### config.mk
export PLATFORM = sky130hd
export DESIGN_NAME = epoch_seconds_to_bcd_datetime
export DESIGN_NICKNAME = d
export VERILOG_FILES = /design/src/hw/rtl/esbcd_pkg.sv /design/src/hw/rtl/esbcd_alu.sv /design/src/hw/rtl/esbcd_core.sv /design/src/hw/rtl/epoch_seconds_to_bcd_datetime.sv
export SDC_FILE = /design/constraint.sdc
export NUM_CORES = 1
export LEC_CHECK = 0
export ABC_AREA = 1
export BUFFER_PORTS_ARGS = -buffer_cell sky130_fd_sc_hd__buf_2
export CORE_ASPECT_RATIO = 2
export CORE_MARGIN = 1.5
export CORE_UTILIZATION = 25
export DETAILED_ROUTE_END_ITERATION = 10
export GPL_ROUTABILITY_DRIVEN = 0
export GPL_TIMING_DRIVEN = 0
export PLACE_DENSITY = 0.37
export SYNTH_ARGS = -nofsm -noshare
export SYNTH_HDL_FRONTEND = slang
export SYNTH_HIERARCHICAL = 1
export SYNTH_SLANG_ARGS = --single-unit
### constraint.sdc
create_clock -name clk -period 14.9 [get_ports clk]
set_input_delay 2.235 -clock clk [delete_from_list [all_inputs] [get_ports clk]]
set_output_delay 2.235 -clock clk [all_outputs]
set_load 0.02 [all_outputs]
### src/hw/rtl/esbcd_pkg.sv
package esbcd_pkg;

  localparam int unsigned WORD_W = 32;

  localparam logic [WORD_W-1:0] DAY_SECS  = 32'd86400;
  localparam logic [WORD_W-1:0] HOUR_SECS = 32'd3600;
  localparam logic [WORD_W-1:0] MIN_SECS  = 32'd60;
  localparam logic [WORD_W-1:0] WEEK_DAYS = 32'd7;
  localparam logic [WORD_W-1:0] EPOCH_WDAY = 32'd4;

  // Years are counted as an offset from 1970
  localparam logic [7:0] BASE_OFF      = 8'd30;   // 2000
  localparam logic [7:0] LAST_OFF      = 8'd129;  // 2099
  localparam logic [7:0] NO_LEAP_OFF   = 8'd130;  // 2100, a century that is not leap
  localparam logic [3:0] LAST_MONTH    = 4'd11;

  typedef struct packed {
    logic idle;
    logic done;
  } core_stat_t;

  typedef struct packed {
    logic [7:0] year_off;
    logic [3:0] month;
    logic [4:0] day;
    logic [4:0] hour;
    logic [5:0] minute;
    logic [5:0] second;
    logic [2:0] weekday;
    logic [8:0] yday;
  } core_res_t;

  // Covers 1970..2106: the only century in range besides 2000 is 2100
  function automatic logic is_leap_off(input logic [7:0] yoff);
    logic [7:0] y2;
    y2 = yoff + 8'd2;
    return (y2[1:0] == 2'b00) && (yoff != NO_LEAP_OFF);
  endfunction

  function automatic logic [4:0] month_len(input logic [3:0] mon, input logic leap);
    logic [4:0] len;
    case (mon)
      4'd0:    len = 5'd31;
      4'd1:    len = leap ? 5'd29 : 5'd28;
      4'd2:    len = 5'd31;
      4'd3:    len = 5'd30;
      4'd4:    len = 5'd31;
      4'd5:    len = 5'd30;
      4'd6:    len = 5'd31;
      4'd7:    len = 5'd31;
      4'd8:    len = 5'd30;
      4'd9:    len = 5'd31;
      4'd10:   len = 5'd30;
      default: len = 5'd31;
    endcase
    return len;
  endfunction

  // Two decimal digits of a value below 100; v*205 >> 11 equals v/10 here
  function automatic logic [7:0] to_bcd(input logic [6:0] v);
    logic [14:0] prod;
    logic [3:0]  tens;
    logic [6:0]  units;
    prod  = 15'(v) * 15'd205;
    tens  = prod[14:11];
    units = v - 7'(tens) * 7'd10;
    return {tens, units[3:0]};
  endfunction

endpackage

### src/hw/rtl/esbcd_alu.sv
module esbcd_alu (
  input  logic [esbcd_pkg::WORD_W-1:0] a,
  input  logic [esbcd_pkg::WORD_W-1:0] b,
  output logic [esbcd_pkg::WORD_W-1:0] diff,
  output logic                         ge
);
  import esbcd_pkg::*;

  logic [WORD_W:0] full;

  assign full = {1'b0, a} - {1'b0, b};
  assign diff = full[WORD_W-1:0];
  assign ge   = ~full[WORD_W];

endmodule

### src/hw/rtl/esbcd_core.sv
module esbcd_core (
  input  logic                         clk,
  input  logic                         rst_n,
  input  logic                         start,
  input  logic [esbcd_pkg::WORD_W-1:0] secs,
  input  logic                         take,
  output esbcd_pkg::core_stat_t        stat,
  output esbcd_pkg::core_res_t         res
);
  import esbcd_pkg::*;

  localparam logic [2:0] ST_IDLE = 3'd0;
  localparam logic [2:0] ST_DAY  = 3'd1;
  localparam logic [2:0] ST_HOUR = 3'd2;
  localparam logic [2:0] ST_MIN  = 3'd3;
  localparam logic [2:0] ST_WDAY = 3'd4;
  localparam logic [2:0] ST_YEAR = 3'd5;
  localparam logic [2:0] ST_MON  = 3'd6;
  localparam logic [2:0] ST_DONE = 3'd7;

  logic [2:0]        state_r, state_nxt;
  logic [WORD_W-1:0] acc_r, acc_nxt;
  logic [15:0]       quo_r, quo_nxt;
  logic [3:0]        k_r, k_nxt;
  logic [15:0]       days_r, days_nxt;
  logic [7:0]        year_r, year_nxt;
  logic [3:0]        mon_r, mon_nxt;
  logic [4:0]        day_r, day_nxt;
  logic [4:0]        hour_r, hour_nxt;
  logic [5:0]        minute_r, minute_nxt;
  logic [5:0]        second_r, second_nxt;
  logic [2:0]        wday_r, wday_nxt;
  logic [8:0]        yday_r, yday_nxt;

  logic [WORD_W-1:0] b_op;
  logic [WORD_W-1:0] diff;
  logic              ge;
  logic              leap;

  assign leap = is_leap_off(year_r);

  always_comb begin
    case (state_r)
      ST_DAY:  b_op = DAY_SECS << k_r;
      ST_HOUR: b_op = HOUR_SECS << k_r;
      ST_MIN:  b_op = MIN_SECS << k_r;
      ST_WDAY: b_op = WEEK_DAYS << k_r;
      ST_YEAR: b_op = leap ? 32'd366 : 32'd365;
      ST_MON:  b_op = WORD_W'(month_len(mon_r, leap));
      default: b_op = '0;
    endcase
  end

  esbcd_alu u_alu (
    .a    (acc_r),
    .b    (b_op),
    .diff (diff),
    .ge   (ge)
  );

  always_comb begin
    state_nxt  = state_r;
    acc_nxt    = acc_r;
    quo_nxt    = quo_r;
    k_nxt      = k_r;
    days_nxt   = days_r;
    year_nxt   = year_r;
    mon_nxt    = mon_r;
    day_nxt    = day_r;
    hour_nxt   = hour_r;
    minute_nxt = minute_r;
    second_nxt = second_r;
    wday_nxt   = wday_r;
    yday_nxt   = yday_r;
    case (state_r)
      ST_IDLE: begin
        if (start) begin
          acc_nxt   = secs;
          quo_nxt   = '0;
          k_nxt     = 4'd15;
          state_nxt = ST_DAY;
        end
      end
      ST_DAY, ST_HOUR, ST_MIN, ST_WDAY: begin
        // one restoring quotient bit per cycle
        if (ge) begin
          acc_nxt        = diff;
          quo_nxt[k_r]   = 1'b1;
        end
        if (k_r == 4'd0) begin
          quo_nxt = '0;
          case (state_r)
            ST_DAY: begin
              days_nxt  = quo_r | (ge ? 16'd1 : 16'd0);
              k_nxt     = 4'd4;
              state_nxt = ST_HOUR;
            end
            ST_HOUR: begin
              hour_nxt  = quo_r[4:0] | (ge ? 5'd1 : 5'd0);
              k_nxt     = 4'd5;
              state_nxt = ST_MIN;
            end
            ST_MIN: begin
              minute_nxt = quo_r[5:0] | (ge ? 6'd1 : 6'd0);
              second_nxt = ge ? diff[5:0] : acc_r[5:0];
              acc_nxt    = WORD_W'(days_r) + EPOCH_WDAY;
              k_nxt      = 4'd12;
              state_nxt  = ST_WDAY;
            end
            default: begin
              wday_nxt  = ge ? diff[2:0] : acc_r[2:0];
              acc_nxt   = WORD_W'(days_r);
              year_nxt  = '0;
              state_nxt = ST_YEAR;
            end
          endcase
        end else begin
          k_nxt = k_r - 4'd1;
        end
      end
      ST_YEAR: begin
        if (ge) begin
          acc_nxt  = diff;
          year_nxt = year_r + 8'd1;
        end else begin
          yday_nxt  = acc_r[8:0];
          mon_nxt   = '0;
          state_nxt = ST_MON;
        end
      end
      ST_MON: begin
        // December absorbs whatever is left
        if (ge && (mon_r != LAST_MONTH)) begin
          acc_nxt = diff;
          mon_nxt = mon_r + 4'd1;
        end else begin
          day_nxt   = acc_r[4:0];
          state_nxt = ST_DONE;
        end
      end
      ST_DONE: begin
        if (take) begin
          state_nxt = ST_IDLE;
        end
      end
      default: state_nxt = ST_IDLE;
    endcase
  end

  always_ff @(posedge clk) begin
    if (!rst_n) begin
      state_r <= ST_IDLE;
    end else begin
      state_r <= state_nxt;
    end
  end

  always_ff @(posedge clk) begin
    acc_r    <= acc_nxt;
    quo_r    <= quo_nxt;
    k_r      <= k_nxt;
    days_r   <= days_nxt;
    year_r   <= year_nxt;
    mon_r    <= mon_nxt;
    day_r    <= day_nxt;
    hour_r   <= hour_nxt;
    minute_r <= minute_nxt;
    second_r <= second_nxt;
    wday_r   <= wday_nxt;
    yday_r   <= yday_nxt;
  end

  assign stat.idle    = (state_r == ST_IDLE);
  assign stat.done    = (state_r == ST_DONE);
  assign res.year_off = year_r;
  assign res.month    = mon_r;
  assign res.day      = day_r;
  assign res.hour     = hour_r;
  assign res.minute   = minute_r;
  assign res.second   = second_r;
  assign res.weekday  = wday_r;
  assign res.yday     = yday_r;

`ifndef SYNTHESIS
  a_year_bound: assert property (@(posedge clk) disable iff (!rst_n)
    (state_r == ST_YEAR) |-> (year_r <= 8'd136))
    else $error("year offset ran past 2106");
  a_mon_bound: assert property (@(posedge clk) disable iff (!rst_n)
    (state_r == ST_MON) |-> (mon_r <= LAST_MONTH))
    else $error("month index ran past December");
  a_done_fields: assert property (@(posedge clk) disable iff (!rst_n)
    (state_r == ST_DONE) |-> ((day_r <= 5'd30) && (yday_r <= 9'd365) && (wday_r <= 3'd6)))
    else $error("finished result out of range");
  a_start_idle: assert property (@(posedge clk) disable iff (!rst_n)
    (start && (state_r == ST_IDLE)) |=> (state_r == ST_DAY))
    else $error("transfer accepted but conversion did not start");
`endif

endmodule

### src/hw/rtl/epoch_seconds_to_bcd_datetime.sv
// Channel | Dir | Ports            | Content
// in_     | in  | tvalid/tready/   | tdata[31:0] epoch_seconds
//         |     | tdata            |
// out_    | out | tvalid/tready/   | tdata: year/month/day/hour/minute/second BCD,
//         |     | tdata/tuser      | weekday, day_of_year; tuser: out_of_range
//
// From the input transfer until the core is free again, a conversion runs
// 40 quotient-bit steps on the shared subtractor, then one year step per whole
// year since 1970 plus one, then one month step per whole month plus one.
// One item at a time; in_tready is high only while the core is idle.
// A finished result moves into the output register, so the next transfer is
// taken while it still waits; the core holds its result if that register is full.
// rst_n clears the sequencer and the output valid flag.
module epoch_seconds_to_bcd_datetime (
  input  logic        clk,
  input  logic        rst_n,
  input  logic        in_tvalid,
  output logic        in_tready,
  input  logic [31:0] in_tdata,   // [31:0] epoch_seconds
  output logic        out_tvalid,
  input  logic        out_tready,
  // [7:0] year_bcd, [12:8] month_bcd, [18:13] day_bcd, [24:19] hour_bcd,
  // [31:25] minute_bcd, [38:32] second_bcd, [41:39] weekday,
  // [50:42] day_of_year, [55:51] zero
  output logic [55:0] out_tdata,
  output logic        out_tuser   // [0] out_of_range
);
  import esbcd_pkg::*;

  core_stat_t  stat;
  core_res_t   res;
  logic        start;
  logic        take;
  logic        flag;
  logic [7:0]  year_bcd, month_bcd, day_bcd, hour_bcd, minute_bcd, second_bcd;
  logic        out_valid_r, out_valid_nxt;
  logic [55:0] out_data_r;
  logic        out_user_r;

  assign in_tready = stat.idle;
  assign start     = in_tvalid & stat.idle;
  assign take      = stat.done & (~out_valid_r | out_tready);

  esbcd_core u_core (
    .clk   (clk),
    .rst_n (rst_n),
    .start (start),
    .secs  (in_tdata),
    .take  (take),
    .stat  (stat),
    .res   (res)
  );

  assign flag       = (res.year_off < BASE_OFF) || (res.year_off > LAST_OFF);
  assign year_bcd   = to_bcd(7'(res.year_off - BASE_OFF));
  assign month_bcd  = to_bcd(7'(res.month) + 7'd1);
  assign day_bcd    = to_bcd(7'(res.day) + 7'd1);
  assign hour_bcd   = to_bcd(7'(res.hour));
  assign minute_bcd = to_bcd(7'(res.minute));
  assign second_bcd = to_bcd(7'(res.second));

  always_comb begin
    out_valid_nxt = out_valid_r;
    if (take) begin
      out_valid_nxt = 1'b1;
    end else if (out_tready) begin
      out_valid_nxt = 1'b0;
    end
  end

  always_ff @(posedge clk) begin
    if (!rst_n) begin
      out_valid_r <= 1'b0;
    end else begin
      out_valid_r <= out_valid_nxt;
    end
  end

  // load on handoff; year, month and day fields drop to zero outside 2000..2099
  always_ff @(posedge clk) begin
    if (take) begin
      out_data_r <= {5'b0,
                     res.yday,
                     res.weekday,
                     second_bcd[6:0],
                     minute_bcd[6:0],
                     hour_bcd[5:0],
                     flag ? 6'd0 : day_bcd[5:0],
                     flag ? 5'd0 : month_bcd[4:0],
                     flag ? 8'd0 : year_bcd};
      out_user_r <= flag;
    end
  end

  assign out_tvalid = out_valid_r;
  assign out_tdata  = out_data_r;
  assign out_tuser  = out_user_r;

endmodule

### Word level (Yosys, flattened, before mapping)

Index checks and enable logic that the tools add are counted.

| operators by class | value |
|---|---|
| multiplexer cells | 41 |
| magnitude comparators | 4 |
| add/sub/neg operators | 15 |
| shifts and indexed selects | 4 |
| bitwise gates (word level) | 11 |
| div/mod/pow operators | 0 |
| reduce and logical (&&, ||, !) cells | 28 |
| multipliers | 12 |
| equality and inequality tests | 24 |

Operators with widths:

| operator | number |
|---|---|
| $pmux W32 S6 | 1 |
| $mux W32 | 4 |
| $pmux W32 S4 | 1 |
| $pmux W32 S2 | 1 |
| $mux W16 | 3 |
| $mul A6 B8 Y14 const B | 3 |
| $sub A32 B32 Y33 | 1 |
| $or A16 B16 Y16 | 2 |
| $pmux W16 S2 | 1 |
| $shl A12 B4 Y32 const A | 1 |
| $shl A17 B4 Y32 const A | 1 |
| $shl A3 B4 Y32 const A | 1 |
| $shl A6 B4 Y32 const A | 1 |
| $mul A5 B8 Y13 const B | 2 |
| $mux W8 | 3 |
| $reduce_and A3 Y1 | 8 |
| $sub A4 B4 Y4 | 6 |
| $mux W3 | 6 |
| $add A16 B3 Y17 const B | 1 |
| $mux W4 | 4 |
| $pmux W4 S2 | 2 |
| $pmux W8 S2 | 1 |
| $mul A7 B8 Y15 const B | 1 |
| $pmux W3 S5 | 1 |
| other kinds (52) | 83 |

| storage, ports and cells | value |
|---|---|
| bits in registers | 170 |
| memories | 0 |
| input bits | 36 |
| output and inout bits | 59 |
| bits in writable memories | 0 |
| ROM bits | 0 |
| latch bits | 0 |
| logic and storage cells | 156 |

### Logic depth before layout (Yosys ltp)

| depth | value |
|---|---|
| word-level depth | 11 |
| depth in mapped cells | 29 |
| depth with buffers taken out | 27 |

### By module

The synthesis kept the hierarchy.

Modules (own cells, without submodules):

| module | instances | area each (µm²) | sequential area each (µm²) | cells an instance |
|---|---|---|---|---|
| esbcd_core | 1 | 7161.9 | 3483.3 | 860 |
| epoch_seconds_to_bcd_datetime | 1 | 6374.9 | 1581.5 | 708 |
| esbcd_alu | 1 | 2558.7 | 0.0 | 547 |

### Least setup slack after synthesis

OpenSTA, ideal clock, no wires.

| path | value |
|---|---|
| path type | input-to-reg |
| start point | input out_tready |
| end point | register u_core.state_r[0] |
| data arrival time | 5.497 ns |
| slack | 9.287 ns |
| required time | 14.784 ns |
| path buffers | 0 |
| stages | 7 |
| cell sequence | inv_1 > a21oi_1 > nor2_1 > nor2_1 > nand3_2 > o21ai_0 > nor2_1 |

| between the ends | value |
|---|---|
| cells in the longest elaborated chain, start to end | 4 |

Ends and longest elaborated chain:

| element | RTL line | RTL |
|---|---|---|
| start: declaration | epoch_seconds_to_bcd_datetime.sv:21 | `input logic out_tready,` |
| $or A1 B1 Y1 | epoch_seconds_to_bcd_datetime.sv:42 | `assign take = stat.done & (~out_valid_r \| out_tready);` |
| $and A1 B1 Y1 | epoch_seconds_to_bcd_datetime.sv:42 |  |
| $ne A2 B1 Y1 (no source line) | -- |  |
| $reduce_and A5 Y1 (no source line) | -- |  |
| end signal: assignment | esbcd_core.sv:154 | `state_r <= state_nxt;` |
| end: declaration | esbcd_core.sv:21 | `logic [2:0] state_r, state_nxt;` |

Every way passes these cells.
A chain may end at the register's enable or synchronous reset.

### Worst setup path in the final report

| path | value |
|---|---|
| start point | register u_core.k_r[2] |
| end point | register u_core.acc_r[6], enable pin |

| between the ends | value |
|---|---|
| cells in the longest elaborated chain, start to end | 7 |

Ends and longest elaborated chain:

| element | RTL line | RTL |
|---|---|---|
| start: declaration | esbcd_core.sv:24 | `logic [3:0] k_r, k_nxt;` |
| start signal: assignment | esbcd_core.sv:161 | `k_r <= k_nxt;` |
| $shl A12 B4 Y32 (tied with other cells) | esbcd_core.sv:45 | `ST_HOUR: b_op = HOUR_SECS << k_r;` |
| $pmux W32 S6 (*) | esbcd_core.sv:43 | `case (state_r)` |
| via u_core.b_op[2] | esbcd_core.sv:35 | `logic [WORD_W-1:0] b_op;` |
| $sub A32 B32 Y33 (*) | esbcd_alu.sv:11 | `assign full = {1'b0, a} - {1'b0, b};` |
| $not A1 Y1 (*) | esbcd_alu.sv:13 | `assign ge = ~full[WORD_W];` |
| via u_core.ge | esbcd_core.sv:37 | `logic ge;` |
| $logic_and A1 B1 Y1 (*) | esbcd_core.sv:133 | `if (ge && (mon_r != LAST_MONTH)) begin` |
| $ne A2 B1 Y1 (no source line) (*) | -- |  |
| $reduce_and A3 Y1 (no source line) (*) | -- |  |
| end signal: assignment | esbcd_core.sv:159 | `acc_r <= acc_nxt;` |
| end: declaration | esbcd_core.sv:22 | `logic [WORD_W-1:0] acc_r, acc_nxt;` |

Mark *: on every way through the listed nets, which the timed path passes. The rest lies on a longest branch.

==> results.md <==
* Power, Total at 4.437 mW
* Initial Util at 0.2524
* Clk pin slew, worst setup/hold paths at 0.08 ns
* PD cells at 242.6 nW/µm²
* Post-synth EDFFs at 166
* Post-detailed-route count of antenna-violating nets at 0
* Crit path buf inv count at 7
* CP peak stage delay at 0.59 ns
* CTS root buf: clkbuf_16
* WP depth at 18
* Setup CP Type: flop to flop
* Minimum clock period at 5.482 ns
* Hold path cells at 0
* Cell Chain, Critical Path: buf_2, inv_1, buf_1, nand3_1, o21ai_0, inv_1, ha_1, nand3_1, nand3_1, nand2_1, a21oi_2, nor2_1, o21ai_1, buf_2, clkbuf_1, a21oi_1, nor2_4, buf_12
* Slew margin rel. at 0.4144
* Syn Std Cell Area at 16100 µm²
* Die H at 361.8 µm
* Antenna Diode Count at 0
* Initial antenna violation count at 1
* Maximum buffer depth of the clock tree at 2
* Clk sinks at 170
* Nature of the critical path startpoint: flop
* Placeable Area at 63760 µm²
* Total CTS buffers at 17
* CTS H-tree depth at 4
* Port bufs at 89
* Max cap viols at 0
* Via count at 13787
* TritonRoute pass-1 iters at 5
* Total GRT Usage at 0.1667
* Area Growth Syn to Fin at 13.62%
* Netlist cell types at 58
* Worst-Skew Late Latency at 0.48 ns
* DIE WIDTH at 182.4 µm
* Routed vias/inst at 4.529
* Status: finished clean
* Most frequent cells in the layout: nand2_1, inv_1, nor2_1, ha_1, edfxtp_1
* CP arrival at 5.65 ns
* Synth top area cells: edfxtp_1, ha_1, nand2_1
* First-pass GRT wire length at 81.28 mm
* Critical Path RT at 15.07 ns
* Seq/Total Area, Yosys at 0.3147
* Final setup fails at 0
* Final setup skew at 0.01929 ns
* Die area at 66010 µm²
* Net count, final at 2501
* # IOs at 95
* Largest net degree at the start of global routing at 28
* Max FO, Critical Path at 27
* Max VDD drop at 0.0001260 V
* CTS resizes at 0
* Ys Warns at 6
* Max Slew Vio Count at 0
* FILL cells at 6972
* Hpwl dp at 45.07 mm
* Number of synthesized register bits at 170
* FMAX at 182.4 MHz
* Async SR Flop Fraction at 0
* Fraction of layout cells with a size suffix above 1 at 0.1055
* Most frequent CP cell: nand3_1
* Drt drc at 0
* Worst r2r path cells at 18
* Post-Syn Area per Cell at 7.610 µm²
* DR iter-0 viols at 618
* CTS tree: done
* Share of the synthesized area in the top cell type at 0.3097
* Grt total ovfl at 0
* Synthesized instance count at 2115
* CP delay by family, top: buffers and inverters
* Leading area contributor after synthesis: edfxtp_1
* Vias in the first global route at 13955
* Post-CTS Hold Buffers at 0
* Element type at the critical path end: flop
* Fin. Hold Viols at 0
* RSZ-0062 raised after global routing: false
* # rows at 131
* Wire length per cell at 17.54 µm
* Post-CTS setup buffer count at 0
* Worst-margin pin slew at 0.8783 ns
* Cell at the slowest stage of the critical path: o21ai_0
* Setup_tns at 0 ns
* Most common cell after layout, fill and taps aside: nand2_1
* DRT Wirelength at 53.39 mm
* Period utilisation layout at 0.3679
* Hold crit path type: flop to flop
* Top_reg_cell synth: edfxtp_1
* P_leak at 9.082 nW
## Yosys cell counts (10+ instances only)
| cell type | instances |
|---|---|
| xnor2_1 | 12 |
| inv_1 | 395 |
| nand2_1 | 514 |
| ha_1 | 195 |
| o21ai_0 | 83 |
| buf_2 | 11 |
| fa_1 | 37 |
| or2_2 | 10 |
| a21oi_1 | 110 |
| clkbuf_1 | 12 |
| nand4_1 | 25 |
| xor2_1 | 26 |
| nor3_1 | 17 |
| nand3_1 | 126 |
| o21ba_1 | 11 |
| nor2_1 | 213 |
| edfxtp_1 | 166 |
| nand2_2 | 14 |
| inv_2 | 10 |
| buf_4 | 15 |
## stage by stage
| stage | setup WS [ns] | area (µm²) | hold slack, ns | utilization | instances |
|---|---|---|---|---|---|
| after detailed placement | 9.351 | 17690 | 0.4045 | 0.2775 | 3012 |
| after global routing | 8.993 | 18290 | 0.4338 | 0.2868 | 3044 |
| after global placement | 7.377 | 17550 | 0.4041 | 0.2753 | 3006 |
| final | 9.418 | 18290 | 0.4219 | 0.2868 | 3044 |
| after floorplan | 9.287 | 16110 | 0.4003 | - | 2119 |
| after CTS | 9.342 | 18290 | 0.4226 | 0.2868 | 3044 |
## kinds of logic (layout without fill, tap and decap cells)
group | Yosys count | count (layout) | share of synthesized area
buffers and inverters | 452 | 579 | 0.1118
DFF | 170 | 170 | 0.3147
muxes | 1 | 1 | 0.0006219
xor gates and xnor gates | 39 | 39 | 0.02169
other | 1 | 5 | 0.0002330
AOI/OAI and AO/OA | 250 | 250 | 0.08792
adders and majority gates | 232 | 232 | 0.1976
and+or+nand+nor | 970 | 970 | 0.2655
## worst reg2reg max path: cells and delay by family, from the launching register on
kind                     cells  cell delay [ns]
AND/OR/NAND/NOR              6             1.02
adder cells (fa/ha/maj)      1             0.41
flip-flops                   1             0.35
AO/OA/AOI/OAI                4             1.41
buffers and inverters        7             2.00
## per-layer routing
metal	routed length (µm)	global-route usage	part of all wire	vias to the layer above
met1	19270	0.1630	0.36	6397
met2	29300	0.3248	0.55	282
li1	-	-	-	7018
met4	3247	0.1027	0.061	0
met5	0	0	0	-
met3	1573	0.02319	0.029	90
## cell type report
cell class	count	area (µm²)	share of cell area
multi-input combinational	1497	9281	0.5075
sequential	170	5065	0.2770
inverter	410	1549	0.08470
tap	798	998.5	0.05460
timing repair buffer	95	550.5	0.03010
clock buffer	18	429.2	0.02347
buffer	42	250.2	0.01368
clock inverter	14	163.9	0.008963
## flip-flops by register name, indices dropped and copies added, names as in the netlist, 6 cells and up
register         count
u_core/minute_r      6
u_core/yday_r        9
u_core/year_r        8
u_core/days_r       16
u_core/quo_r        16
out_tdata           51
u_core/second_r      6
u_core/acc_r        32
## final timing paths
| path | to | start | slack [ns] |
|---|---|---|---|
| min | out_tdata[48]$_DFFE_PP_ | u_core/yday_r[6]$_DFFE_PP_ | 0.42 |
| max | u_core/acc_r[6]$_DFFE_PP_ | u_core/k_r[2]$_SDFFCE_PN1P_ | 9.42 |
| max reg2reg | u_core/acc_r[6]$_DFFE_PP_ | u_core/k_r[2]$_SDFFCE_PN1P_ | 9.42 |
| min reg2reg | out_tdata[48]$_DFFE_PP_ | u_core/yday_r[6]$_DFFE_PP_ | 0.42 |
## report_power, final
part / leakage (nW) / switching [mW] / internal [mW]
clock: 0.294 / 0.230 / 0.241
sequential: 1.59 / 0.0769 / 0.736
combinational: 7.20 / 2.14 / 1.01
total: 9.08 / 2.45 / 1.99
Note: power is estimated with default switching activity, not from simulation.
